$ cat src/rtl/bmaf_pkg.sv
// Shared constants for the block moving-average filter.
// No dependencies; imported by block_moving_average_filter.
`timescale 1ns / 1ps

package bmaf_pkg;

    // Fixed field widths of the interface
    localparam int WS_W  = 6;   // window_size register
    localparam int BLK_W = 13;  // block_length field

    // Longest block handled; longer lengths saturate
    localparam int MAX_BLOCK = 4096;

    // Position counters hold 0 .. MAX_BLOCK
    localparam int IDX_W = $clog2(MAX_BLOCK + 1);

    // Signed width for span bound arithmetic
    localparam int POS_W = IDX_W + 2;

endpackage

$ cat src/rtl/block_moving_average_filter.sv
// Block moving-average filter with shrinking windows at the block edges.
// Depends on bmaf_pkg (field widths, block length limit).
// Single module: sequencer, history ring, running sum and serial divider.
`timescale 1ns / 1ps

//  channel   | direction | handshake              | payload
//  ----------+-----------+------------------------+---------------------------
//  input     | in        | in_valid / in_stall    | sample, block_length
//  output    | out       | out_valid / out_stall  | mean, last
//  config    | in        | cfg_wr_en              | cfg_wr_data (window_size)
//
//  Each input word passes S_IDLE, S_DROP, S_ADD and S_PLAN for the running-sum
//  update and exit, and each result passes S_CLIP, S_DINIT, S_DIV and S_EMIT:
//  the restoring divider yields one quotient bit per cycle over MAG_W bits
//  (21 at defaults). Edge results whose span is not the full window also pass
//  S_SPAN, reading the span samples back from the ring.
//  in_stall is high from acceptance until the word's results are all queued.
//  A result waits in the output register under out_stall; the next result
//  is computed meanwhile and held in S_EMIT until the register frees.
//  rst_n clears all control state; the history ring needs no clearing.

module block_moving_average_filter
    import bmaf_pkg::*;
#(
    parameter int MAX_WINDOW  = 32,
    parameter int SAMPLE_BITS = 16
)
(
    input  logic                          clk,
    input  logic                          rst_n,
    // configuration
    input  logic                          cfg_wr_en,
    input  logic [WS_W-1:0]               cfg_wr_data,
    // input channel
    input  logic                          in_valid,
    output logic                          in_stall,
    input  logic signed [SAMPLE_BITS-1:0] sample,
    input  logic [BLK_W-1:0]              block_length,
    // output channel
    output logic                          out_valid,
    input  logic                          out_stall,
    output logic signed [SAMPLE_BITS-1:0] mean,
    output logic                          last
);

    // Derived sizes
    localparam int WW          = $clog2(MAX_WINDOW + 1);              // holds 0..MAX_WINDOW
    localparam int PW          = (MAX_WINDOW > 1) ? $clog2(MAX_WINDOW) : 1;
    localparam int SUM_W       = SAMPLE_BITS + $clog2(MAX_WINDOW) + 1;
    localparam int MAG_W       = SUM_W - 1;
    localparam int DCNT_W      = $clog2(MAG_W + 1);
    localparam int MAX_RESULTS = MAX_WINDOW / 2 + 1;
    localparam int KW          = $clog2(MAX_RESULTS + 1);

    localparam logic signed [POS_W-1:0] ZERO_S = '0;
    localparam logic signed [POS_W-1:0] ONE_S  = POS_W'(1);
    localparam logic signed [POS_W-1:0] MWM1_S = POS_W'(MAX_WINDOW - 1);

    typedef enum logic [3:0] {
        S_IDLE,
        S_DROP,
        S_ADD,
        S_PLAN,
        S_CLIP,
        S_SPAN,
        S_DINIT,
        S_DIV,
        S_EMIT
    } state_t;

    // Control and datapath registers
    state_t                   state_reg;
    logic [WS_W-1:0]          window_size_reg;
    logic [IDX_W-1:0]         in_idx_reg;
    logic [IDX_W-1:0]         out_idx_reg;
    logic [WW-1:0]            w_reg;
    logic [PW-1:0]            wp_reg;
    logic [IDX_W-1:0]         len_reg;
    logic                     fin_reg;
    logic [KW-1:0]            k_reg;
    logic signed [SAMPLE_BITS-1:0] sample_reg;
    logic                     drop_reg;
    logic signed [SUM_W-1:0]  window_sum_reg;
    logic signed [POS_W-1:0]  lo_reg;
    logic signed [POS_W-1:0]  hi_reg;
    logic [WW-1:0]            cnt_reg;
    logic [PW-1:0]            span_addr_reg;
    logic [WW-1:0]            span_left_reg;
    logic                     pend_reg;
    logic signed [SUM_W-1:0]  acc_reg;
    logic [MAG_W-1:0]         quo_reg;
    logic [WW-1:0]            rem_reg;
    logic                     neg_reg;
    logic [DCNT_W-1:0]        dcnt_reg;
    logic                     out_valid_reg;
    logic signed [SAMPLE_BITS-1:0] mean_reg;
    logic                     last_reg;

    // History ring
    logic [SAMPLE_BITS-1:0]   hist_mem [MAX_WINDOW];
    logic [SAMPLE_BITS-1:0]   rd_data_reg;
    logic                     mem_re;
    logic                     mem_we;
    logic [PW-1:0]            rd_addr;

    // Ring slot that lies d positions behind the current write slot
    function automatic logic [PW-1:0] slot_back(input logic [PW-1:0] wp,
                                                input logic [WW:0]   d);
        logic [WW:0] wpx;
        logic [WW:0] res;
        wpx = (WW+1)'(wp);
        if (wpx >= d)
            res = wpx - d;
        else
            res = wpx + (WW+1)'(MAX_WINDOW) - d;
        return res[PW-1:0];
    endfunction

    // Ring pointer advance with wrap
    function automatic logic [PW-1:0] slot_next(input logic [PW-1:0] p);
        if (p == PW'(MAX_WINDOW - 1))
            return '0;
        else
            return p + PW'(1);
    endfunction

    // Input word decode: saturated block length, final flag, latched window
    logic [IDX_W-1:0] blk_sat;
    logic [IDX_W:0]   i_plus1;
    logic             fin_c;
    logic [WW-1:0]    ws_c;
    logic [WW-1:0]    w_new;

    always_comb
    begin
        if (block_length == '0)
            blk_sat = IDX_W'(1);
        else if (32'(block_length) > MAX_BLOCK)
            blk_sat = IDX_W'(MAX_BLOCK);
        else
            blk_sat = IDX_W'(block_length);

        i_plus1 = (IDX_W+1)'(in_idx_reg) + (IDX_W+1)'(1);
        fin_c   = (i_plus1 >= (IDX_W+1)'(blk_sat));

        if (window_size_reg == '0)
            ws_c = WW'(1);
        else if (32'(window_size_reg) > MAX_WINDOW)
            ws_c = WW'(MAX_WINDOW);
        else
            ws_c = WW'(window_size_reg);

        if (IDX_W'(ws_c) < blk_sat)
            w_new = ws_c;
        else
            w_new = WW'(blk_sat);
    end

    // Signed views of the positions
    logic signed [POS_W-1:0] n_s;
    logic signed [POS_W-1:0] i_s;
    logic signed [POS_W-1:0] h_s;
    logic signed [POS_W-1:0] w_s;
    logic signed [POS_W-1:0] len_s;

    assign n_s   = $signed(POS_W'(out_idx_reg));
    assign i_s   = $signed(POS_W'(in_idx_reg));
    assign h_s   = $signed(POS_W'(w_reg >> 1));
    assign w_s   = $signed(POS_W'(w_reg));
    assign len_s = $signed(POS_W'(len_reg));

    // Raw span of the next output and the stop test
    logic signed [POS_W-1:0] lo_raw;
    logic signed [POS_W-1:0] hi_raw;
    logic                    stop_c;

    always_comb
    begin
        if (n_s + h_s >= len_s)
        begin
            lo_raw = n_s - h_s;
            hi_raw = len_s - ONE_S;
        end
        else if (n_s < h_s)
        begin
            lo_raw = ZERO_S;
            hi_raw = n_s + h_s - ONE_S;
        end
        else
        begin
            lo_raw = n_s - h_s;
            hi_raw = n_s - h_s + w_s - ONE_S;
        end
        stop_c = (out_idx_reg > in_idx_reg) || (32'(k_reg) >= MAX_RESULTS) ||
                 (!fin_reg && (hi_raw > i_s));
    end

    // Span clipping to received samples and to the ring depth
    logic signed [POS_W-1:0] hi_c1;
    logic signed [POS_W-1:0] hi_c;
    logic signed [POS_W-1:0] lo_c1;
    logic signed [POS_W-1:0] lo_c2;
    logic signed [POS_W-1:0] lo_c;
    logic signed [POS_W-1:0] lo_floor;
    logic signed [POS_W-1:0] cnt_s;
    logic signed [POS_W-1:0] dist_s;
    logic [WW-1:0]           cnt_c;
    logic                    use_ws;

    always_comb
    begin
        hi_c1    = (hi_reg > i_s) ? i_s : hi_reg;
        hi_c     = (hi_c1 < ZERO_S) ? ZERO_S : hi_c1;
        lo_c1    = (lo_reg < ZERO_S) ? ZERO_S : lo_reg;
        lo_floor = i_s - MWM1_S;
        lo_c2    = (lo_c1 < lo_floor) ? lo_floor : lo_c1;
        lo_c     = (lo_c2 > hi_c) ? hi_c : lo_c2;
        cnt_s    = hi_c - lo_c + ONE_S;
        dist_s   = i_s - lo_c;
        cnt_c    = cnt_s[WW-1:0];
        use_ws   = (cnt_c == w_reg) && (hi_c == i_s);
    end

    // Divider step and operand prep
    logic [WW:0]             div_shift;
    logic [WW+1:0]           div_diff;
    logic                    acc_neg;
    logic signed [SUM_W-1:0] acc_abs;
    logic [MAG_W-1:0]        quo_signed;

    always_comb
    begin
        div_shift  = {rem_reg, quo_reg[MAG_W-1]};
        div_diff   = {1'b0, div_shift} - (WW+2)'(cnt_reg);
        acc_neg    = acc_reg[SUM_W-1];
        acc_abs    = acc_neg ? -acc_reg : acc_reg;
        quo_signed = neg_reg ? -quo_reg : quo_reg;
    end

    // Ring port control
    assign mem_re  = (state_reg == S_DROP) ||
                     ((state_reg == S_SPAN) && (span_left_reg != '0));
    assign mem_we  = (state_reg == S_ADD);
    assign rd_addr = (state_reg == S_DROP) ? slot_back(wp_reg, (WW+1)'(w_reg))
                                           : span_addr_reg;

    always_ff @(posedge clk)
    begin
        if (mem_we)
            hist_mem[wp_reg] <= sample_reg;
        if (mem_re)
            rd_data_reg <= hist_mem[rd_addr];
    end

    // Sequencer, datapath and output register
    always_ff @(posedge clk or negedge rst_n)
    begin
        if (!rst_n)
        begin
            state_reg       <= S_IDLE;
            window_size_reg <= WS_W'(1);
            in_idx_reg      <= '0;
            out_idx_reg     <= '0;
            w_reg           <= '0;
            wp_reg          <= '0;
            len_reg         <= '0;
            fin_reg         <= 1'b0;
            k_reg           <= '0;
            sample_reg      <= '0;
            drop_reg        <= 1'b0;
            window_sum_reg  <= '0;
            lo_reg          <= '0;
            hi_reg          <= '0;
            cnt_reg         <= '0;
            span_addr_reg   <= '0;
            span_left_reg   <= '0;
            pend_reg        <= 1'b0;
            acc_reg         <= '0;
            quo_reg         <= '0;
            rem_reg         <= '0;
            neg_reg         <= 1'b0;
            dcnt_reg        <= '0;
            out_valid_reg   <= 1'b0;
            mean_reg        <= '0;
            last_reg        <= 1'b0;
        end
        else
        begin
            if (cfg_wr_en)
                window_size_reg <= cfg_wr_data;

            // output word taken downstream; S_EMIT handles its own refill
            if (out_valid_reg && !out_stall && (state_reg != S_EMIT))
                out_valid_reg <= 1'b0;

            case (state_reg)
                // take one input word
                S_IDLE:
                begin
                    if (in_valid)
                    begin
                        sample_reg <= sample;
                        fin_reg    <= fin_c;
                        len_reg    <= fin_c ? i_plus1[IDX_W-1:0] : blk_sat;
                        k_reg      <= '0;
                        if (in_idx_reg == '0)
                        begin
                            w_reg          <= w_new;
                            window_sum_reg <= '0;
                        end
                        state_reg <= S_DROP;
                    end
                end

                // leaving sample read from the ring
                S_DROP:
                begin
                    drop_reg  <= (32'(in_idx_reg) >= 32'(w_reg));
                    state_reg <= S_ADD;
                end

                // running sum update, new sample written
                S_ADD:
                begin
                    if (drop_reg)
                        window_sum_reg <= window_sum_reg
                                          - SUM_W'($signed(rd_data_reg))
                                          + SUM_W'(sample_reg);
                    else
                        window_sum_reg <= window_sum_reg + SUM_W'(sample_reg);
                    state_reg <= S_PLAN;
                end

                // next output span, or end of this word
                S_PLAN:
                begin
                    if (stop_c)
                    begin
                        if (fin_reg)
                        begin
                            in_idx_reg     <= '0;
                            out_idx_reg    <= '0;
                            window_sum_reg <= '0;
                            wp_reg         <= '0;
                        end
                        else
                        begin
                            in_idx_reg <= in_idx_reg + IDX_W'(1);
                            wp_reg     <= slot_next(wp_reg);
                        end
                        state_reg <= S_IDLE;
                    end
                    else
                    begin
                        lo_reg    <= lo_raw;
                        hi_reg    <= hi_raw;
                        state_reg <= S_CLIP;
                    end
                end

                // clip span; full window uses the running sum
                S_CLIP:
                begin
                    cnt_reg       <= cnt_c;
                    span_addr_reg <= slot_back(wp_reg, dist_s[WW:0]);
                    span_left_reg <= cnt_c;
                    pend_reg      <= 1'b0;
                    if (use_ws)
                    begin
                        acc_reg   <= window_sum_reg;
                        state_reg <= S_DINIT;
                    end
                    else
                    begin
                        acc_reg   <= '0;
                        state_reg <= S_SPAN;
                    end
                end

                // walk the span through the ring, one sample a cycle
                S_SPAN:
                begin
                    if (pend_reg)
                        acc_reg <= acc_reg + SUM_W'($signed(rd_data_reg));
                    if (span_left_reg != '0)
                    begin
                        span_addr_reg <= slot_next(span_addr_reg);
                        span_left_reg <= span_left_reg - WW'(1);
                        pend_reg      <= 1'b1;
                    end
                    else
                    begin
                        pend_reg  <= 1'b0;
                        state_reg <= S_DINIT;
                    end
                end

                // load divider with the span sum magnitude
                S_DINIT:
                begin
                    quo_reg   <= acc_abs[MAG_W-1:0];
                    neg_reg   <= acc_neg;
                    rem_reg   <= '0;
                    dcnt_reg  <= DCNT_W'(MAG_W);
                    state_reg <= S_DIV;
                end

                // restoring division, one quotient bit a cycle
                S_DIV:
                begin
                    if (!div_diff[WW+1])
                    begin
                        rem_reg <= div_diff[WW-1:0];
                        quo_reg <= {quo_reg[MAG_W-2:0], 1'b1};
                    end
                    else
                    begin
                        rem_reg <= div_shift[WW-1:0];
                        quo_reg <= {quo_reg[MAG_W-2:0], 1'b0};
                    end
                    dcnt_reg <= dcnt_reg - DCNT_W'(1);
                    if (dcnt_reg == DCNT_W'(1))
                        state_reg <= S_EMIT;
                end

                // hand the word to the output register once it is free
                S_EMIT:
                begin
                    if (!out_valid_reg || !out_stall)
                    begin
                        out_valid_reg <= 1'b1;
                        mean_reg      <= $signed(quo_signed[SAMPLE_BITS-1:0]);
                        last_reg      <= fin_reg && (out_idx_reg == in_idx_reg);
                        out_idx_reg   <= out_idx_reg + IDX_W'(1);
                        k_reg         <= k_reg + KW'(1);
                        state_reg     <= S_PLAN;
                    end
                end

                default:
                begin
                    state_reg <= S_IDLE;
                end
            endcase
        end
    end

    assign in_stall  = (state_reg != S_IDLE);
    assign out_valid = out_valid_reg;
    assign mean      = mean_reg;
    assign last      = last_reg;

endmodule
$ cat config.mk
export PLATFORM = sky130hd
export DESIGN_NAME = block_moving_average_filter
export DESIGN_NICKNAME = d
export VERILOG_FILES = /design/src/rtl/bmaf_pkg.sv /design/src/rtl/block_moving_average_filter.sv
export SDC_FILE = /design/constraint.sdc
export NUM_CORES = 2
export LEC_CHECK = 0
export BUFFER_PORTS_ARGS = -buffer_cell sky130_fd_sc_hd__buf_2
export CAP_MARGIN = 20
export CELL_PAD_IN_SITES_DETAIL_PLACEMENT = 1
export CELL_PAD_IN_SITES_GLOBAL_PLACEMENT = 2
export CORE_MARGIN = 4
export CORE_UTILIZATION = 25
export DETAILED_ROUTE_END_ITERATION = 8
export GPL_ROUTABILITY_DRIVEN = 0
export PLACE_DENSITY_LB_ADDON = 0.25
export REMOVE_ABC_BUFFERS = 1
export SLEW_MARGIN = 10
export SYNTH_ARGS = -nofsm -noshare
export SYNTH_HDL_FRONTEND = slang
export SYNTH_SLANG_ARGS = --single-unit
$ cat constraint.sdc
create_clock -name clk -period 19.9 [get_ports clk]
set_input_delay 0.995 -clock clk [delete_from_list [all_inputs] [get_ports clk]]
set_output_delay 0.995 -clock clk [all_outputs]
set_load 0.005 [all_outputs]
== After elaboration in Yosys (flattened, before gate mapping) ==
Memory sizes are Yosys's and may differ from the RTL's. A register that Yosys moved wholly into a read port is not among the register bits.
Index checks and enable logic that the tools add are counted.
Storage, ports and cells
  word-level logic and storage cells: 197
  register bits: 226
  output and inout port bits: 19
  memory bits (read-only): 0
  bits of input ports: 40
  memory bits (writable): 512
  bits in latches: 0
  memories: 1
Cells by class
  order comparisons: 17
  equal/unequal tests: 24
  div/mod/pow operators: 0
  multiplexer cells: 63
  add/sub/neg operators: 30
  shifts and indexed selects: 0
  multipliers: 0
  reductions and logical operators: 35
  bitwise gates (word level): 1
Memories
  hist_mem: depth 32, bits a word 16, rd ports 1, clocked after memory_dff 1, write ports 1, line block_moving_average_filter.sv:100  | logic [SAMPLE_BITS-1:0] hist_mem [MAX_WINDOW];
Operator list (number)
  22-bit two-way mux: 7
  15-bit two-way mux: 8
  13-bit two-way mux: 7
  22-bit by 16-bit adder with 22-bit output: 3
  22-bit one-hot mux with 3 select lines: 1
  5-bit two-way mux: 9
  22-bit one-hot mux with 2 select lines: 1
  21-bit one-hot mux with 2 select lines: 1
  4-bit one-hot mux with 9 select lines: 1
  15-bit by 14-bit > comparator with 1-bit output: 2
  15-bit by 1-bit < comparator with 1-bit output, second input constant: 2
  6-bit two-way mux: 5
  5-bit one-hot mux with 2 select lines: 3
  13-bit by 1-bit adder with 13-bit output, second input constant: 2
  13-bit zero test: 2
  13-bit one-hot mux with 2 select lines: 1
  6-bit one-hot mux with 2 select lines: 2
  22-bit by 16-bit subtractor with 22-bit output: 1
  21-bit two-way mux: 1
  21-bit negation: 1
  5-bit by 1-bit adder with 5-bit output, second input constant: 4
  5-bit subtractor: 4
  4-bit by 3-bit == test with 1-bit output, second input constant: 4
  16-bit two-way mux: 1
  59 further kinds: 97

== Longest topological paths before layout ==
  word-level depth: 12
  depth in mapped cells: 38

== Worst setup path before layout ==
No wires, ideal clock.
  path kind: reg2reg
  start: register in_idx_reg[0]
  end: register acc_reg[16]
  arrival: 7386 ps
  setup slack: 12431 ps
  period minus slack after synthesis: 7469 ps
  required time: 19817 ps
  setup time: 83 ps
  cell stages (with the launch flop): 36
  cells stage by stage: dfrtp_1 > inv_2 > ha_1 > inv_1 > ha_1 > o21a_1 > o21a_1 > o21a_1 > o21a_1 > o21a_1 > o21a_1 > o21ai_0 > a21o_1 > a21oi_1 > ha_1 > inv_1 > clkbuf_1 > clkbuf_1 > a21oi_1 > ha_1 > a21oi_1 > nor2b_1 > o21ai_0 > nand3_1 > o21ai_1 > mux2_2 > ha_1 > inv_1 > ha_1 > fa_1 > xnor2_1 > nand3_1 > a2111oi_1 > clkbuf_1 > a41oi_1 > o21ai_0
Between the ends
  word-level cells in the longest chain between the ends: 12
  elaborated cells between the ends (all ways): 16
  classes of those cells: 3 x add/sub; 4 x order compare; 2 x eq/ne; 6 x mux; 1 x reduce/logical
Ends and longest elaborated chain
  start: declaration: line block_moving_average_filter.sv:74  | logic [IDX_W-1:0] in_idx_reg;
  start signal: assignment: line block_moving_average_filter.sv:348  | in_idx_reg <= in_idx_reg + IDX_W'(1);
  15-bit by 14-bit > comparator with 1-bit output: line block_moving_average_filter.sv:212  | hi_c1 = (hi_reg > i_s) ? i_s : hi_reg;
  15-bit two-way mux: line block_moving_average_filter.sv:212
  15-bit by 1-bit < comparator with 1-bit output: line block_moving_average_filter.sv:213  | hi_c = (hi_c1 < ZERO_S) ? ZERO_S : hi_c1;
  15-bit two-way mux: line block_moving_average_filter.sv:213
  15-bit > comparator: line block_moving_average_filter.sv:217  | lo_c = (lo_c2 > hi_c) ? hi_c : lo_c2;
  7-bit two-way mux: line block_moving_average_filter.sv:217
  6-bit subtractor *: line block_moving_average_filter.sv:218  | cnt_s = hi_c - lo_c + ONE_S;
  6-bit by 2-bit adder with 6-bit output *: line block_moving_average_filter.sv:218
  named net cnt_s[2]: line block_moving_average_filter.sv:205  | logic signed [POS_W-1:0] cnt_s;
  6-bit == test *: line block_moving_average_filter.sv:221  | use_ws = (cnt_c == w_reg) && (hi_c == i_s);
  1-bit logical AND *: line block_moving_average_filter.sv:221
  22-bit two-way mux *: line block_moving_average_filter.sv:368  | if (use_ws)
  22-bit one-hot mux with 2 select lines *: line block_moving_average_filter.sv:296  | case (state_reg)
  end signal: assignment: line block_moving_average_filter.sv:370  | acc_reg <= window_sum_reg;
  end signal: assignment: line block_moving_average_filter.sv:384  | acc_reg <= acc_reg + SUM_W'($signed(rd_data_reg));
  end: declaration: line block_moving_average_filter.sv:90  | logic signed [SUM_W-1:0] acc_reg;
Mark *: on every way through the listed nets, which the timed path passes. The rest lies on a longest branch.
A chain may end at the register's enable or synchronous reset.

== Worst setup path after layout ==
  start: register in_idx_reg[1]
  end: register acc_reg[14]
Between the ends
  word-level cells in the longest chain between the ends: 12
  elaborated cells between the ends (all ways): 16
  classes of those cells: 3 x add/sub; 4 x order compare; 2 x eq/ne; 6 x mux; 1 x reduce/logical
Ends and longest elaborated chain (line)
  15-bit by 14-bit > comparator with 1-bit output: block_moving_average_filter.sv:212
  15-bit two-way mux: block_moving_average_filter.sv:212
  15-bit by 1-bit < comparator with 1-bit output: block_moving_average_filter.sv:213
  15-bit two-way mux: block_moving_average_filter.sv:213
  15-bit > comparator: block_moving_average_filter.sv:217
  7-bit two-way mux: block_moving_average_filter.sv:217
  6-bit subtractor: block_moving_average_filter.sv:218
  6-bit by 2-bit adder with 6-bit output: block_moving_average_filter.sv:218
  6-bit == test: block_moving_average_filter.sv:221
  1-bit logical AND *: block_moving_average_filter.sv:221
  22-bit two-way mux *: block_moving_average_filter.sv:368
  22-bit one-hot mux with 2 select lines *: block_moving_average_filter.sv:296
Mark *: on every way between the ends. The rest lies on a longest branch, timed or not.

==> flow_summary.ini <==
[timing]
timing.fmax_mhz = 111
min_period_over_period_pct = 45.2
final-hold-violation-count = 0
fin_ws_ps = 10900
tns_ps = 0
setup_viol = 0
whs_ps = 283
timing.slew.headroom_pct = 17.2
period_minus_slack_ps = 9000
rsz0062_at_grt = no
worstMarginPinSlew_ps = 1240
skew_ps = 101
drv_slew = 0

[synthesis]
synthCells = 3922
synth_ff_type = edfxtp_1
ys_ff_latch = 753
synth.distinct_cells = 90
synthTopCellsByCount = 528 x edfxtp_1, 520 x nand2_1, 244 x ha_1
syn_area_per_cell_um2 = 10.6
synth_async_sr_flop_share_pct = 29.9
ys.warnings.count = 0
syn_area_um2 = 41500
synthTopCellsByArea = edfxtp_1 38%, dfrtp_1 14%, ha_1 7.4%
ys_seq_area_share_pct = 51.8
synth_edf_count = 528
yosysMostFrequentCell = edfxtp_1
yosysTopAreaCellShare_pct = 38.2
yosys.area.top_type = edfxtp_1

[power]
p_leak_nw = 18.4
total_power_w = 0.00852
power_density_nw_per_um2 = 179
ir_drop_mv = 0.135

[setup_path]
critPathRequiredTime_ps = 20470
crit_type = register to register
cp-end-kind = register
r2r_end = acc_reg[14]
crit_path_max_incr_delay_ps = 910
cp.depth = 34
rr_startpoint = in_idx_reg[1]
cp-start-kind = register
critPathMaxFanout = 22
cp-startpoint = in_idx_reg[1]
crit_slowest_cell = xnor3_1
crit_family = compound AO/OA/AOI/OAI gates
worst_ep_arrival_time_ps = 9570
rr_worst_depth = 34
critical_path_buf_inv_count = 4
r2r_slack_ps = 10900

[placed_design]
dpl_worst_slack_ps = 11010
post-dp-hpwl_um = 92000
postPlaceCellArea_um2 = 44500
io_buffers = 58

[global_routing]
grt_max_degree = 176
grt.busiest_layer = met2
met2_usage_pct = 25.7
met1_usage_pct = 22.4
first_global_vias = 31700
grt_pass1_wl_um = 209000
grtUsageMet3_pct = 1.97
grt_antenna_before_repair = 2
grt_usage_pct = 15.8
grt_overflow_total = 0

[die]
rows = 149
initial_core_util_pct = 25.2
top_level_ports = 59
chipHeight_um = 415
fp.coreArea_um2 = 165000
fp.dieArea_um2 = 173000
die_w_um = 415

[clock_network]
clockRootBuffer = clkbuf_16
h-tree-depth = 3
hold_buffers = 0
clkLatencyLatePin_ps = 740
clk_pin_slew_worst_paths_ps = 60
clockBufferDepth = 3
numCtsBuffers = 94
ctsResizeCount = 0
cts_sinks = 753
cts_tree = done
postCtsSetupBuffers = 0

[detailed_routing]
avgRoutedWirePerCell_um = 22.1
vias = 30300
vias_per_cell = 4.86
drc = 0
wirelength_um = 138000
ant_nets = 0
drtIter0Drc = 1777
dr.pass1.iters = 5

[finish]
design_area_um2 = 47700
drive_above_1_share_pct = 9.30
largest_reg_flops = 512
nNetsFinal = 4268
syn_to_final_growth_pct = 14.9

[hold_path]
min_path_type = input port to async pin

[status]
outcome = finished clean

[flow_run]
max_cap_viol_count = 0
cell families after synthesis:
| family | after synthesis | share of synthesized area (%) |
|---|---|---|
| simple gates | 1158 | 12.9 |
| compound gates | 1061 | 17.0 |
| flops | 753 | 51.8 |
| buf+inv | 431 | 4.07 |
| fa+ha+maj | 275 | 8.85 |
| xor+xnor | 188 | 4.00 |
| mux | 55 | 1.41 |
| other cells | 1 | 0.00903 |
per-layer routing:
metal,vias up,routed length [um]
li1,14400,-
met1,15300,67500
met2,402,63200
met3,125,4430
met4,0,2550
met5,-,0
per-stage QoR:
stage | util (%) | std cells
finish | 28.9 | 6223
floorplan | - | 3711
global route | 28.9 | 6220
CTS | 28.9 | 6217
global placement | 26.9 | 6040
detailed placement | 27.0 | 6043
cell type report:
class | count | area (um2)
multi-input cells | 2738 | 18500
well taps | 2189 | 2740
inverters | 220 | 826
clock inverters | 55 | 622
flip-flops and latches | 753 | 21500
repair buffers | 146 | 1020
clock buffers | 119 | 2510
fillers | 18400 | 117000
diodes | 3 | 7.51
worst max path at each step:
stage                          end  slack [ps]
global placement       acc_reg[14]       10980
floorplan           rd_data_reg[0]        7160
finish                 acc_reg[14]       10900
CTS                    acc_reg[14]       10910
global route           acc_reg[14]       10190
detailed placement     acc_reg[14]       11010
report_power, final:
group / switching [W] / internal, W / total [W] / leakage [nW]
Sequential: 0.000198 / 0.00199 / 0.00218 / 7.75
Combinational: 0.00299 / 0.00161 / 0.00460 / 9.12
Clock: 0.000737 / 0.000992 / 0.00173 / 1.50
Total: 0.00392 / 0.00459 / 0.00852 / 18.4
placed cells by master, fill, tap and decap left out, drive strengths merged, types with 119 or more instances in the layout:
cell / n
a211oi: 198
a21oi: 217
and2: 135
buf: 146
clkbuf: 119
dfrtp: 224
edfxtp: 528
ha: 244
inv: 218
nand2: 520
nor2: 207
o21ai: 219
(Power assumes the default switching activity.)
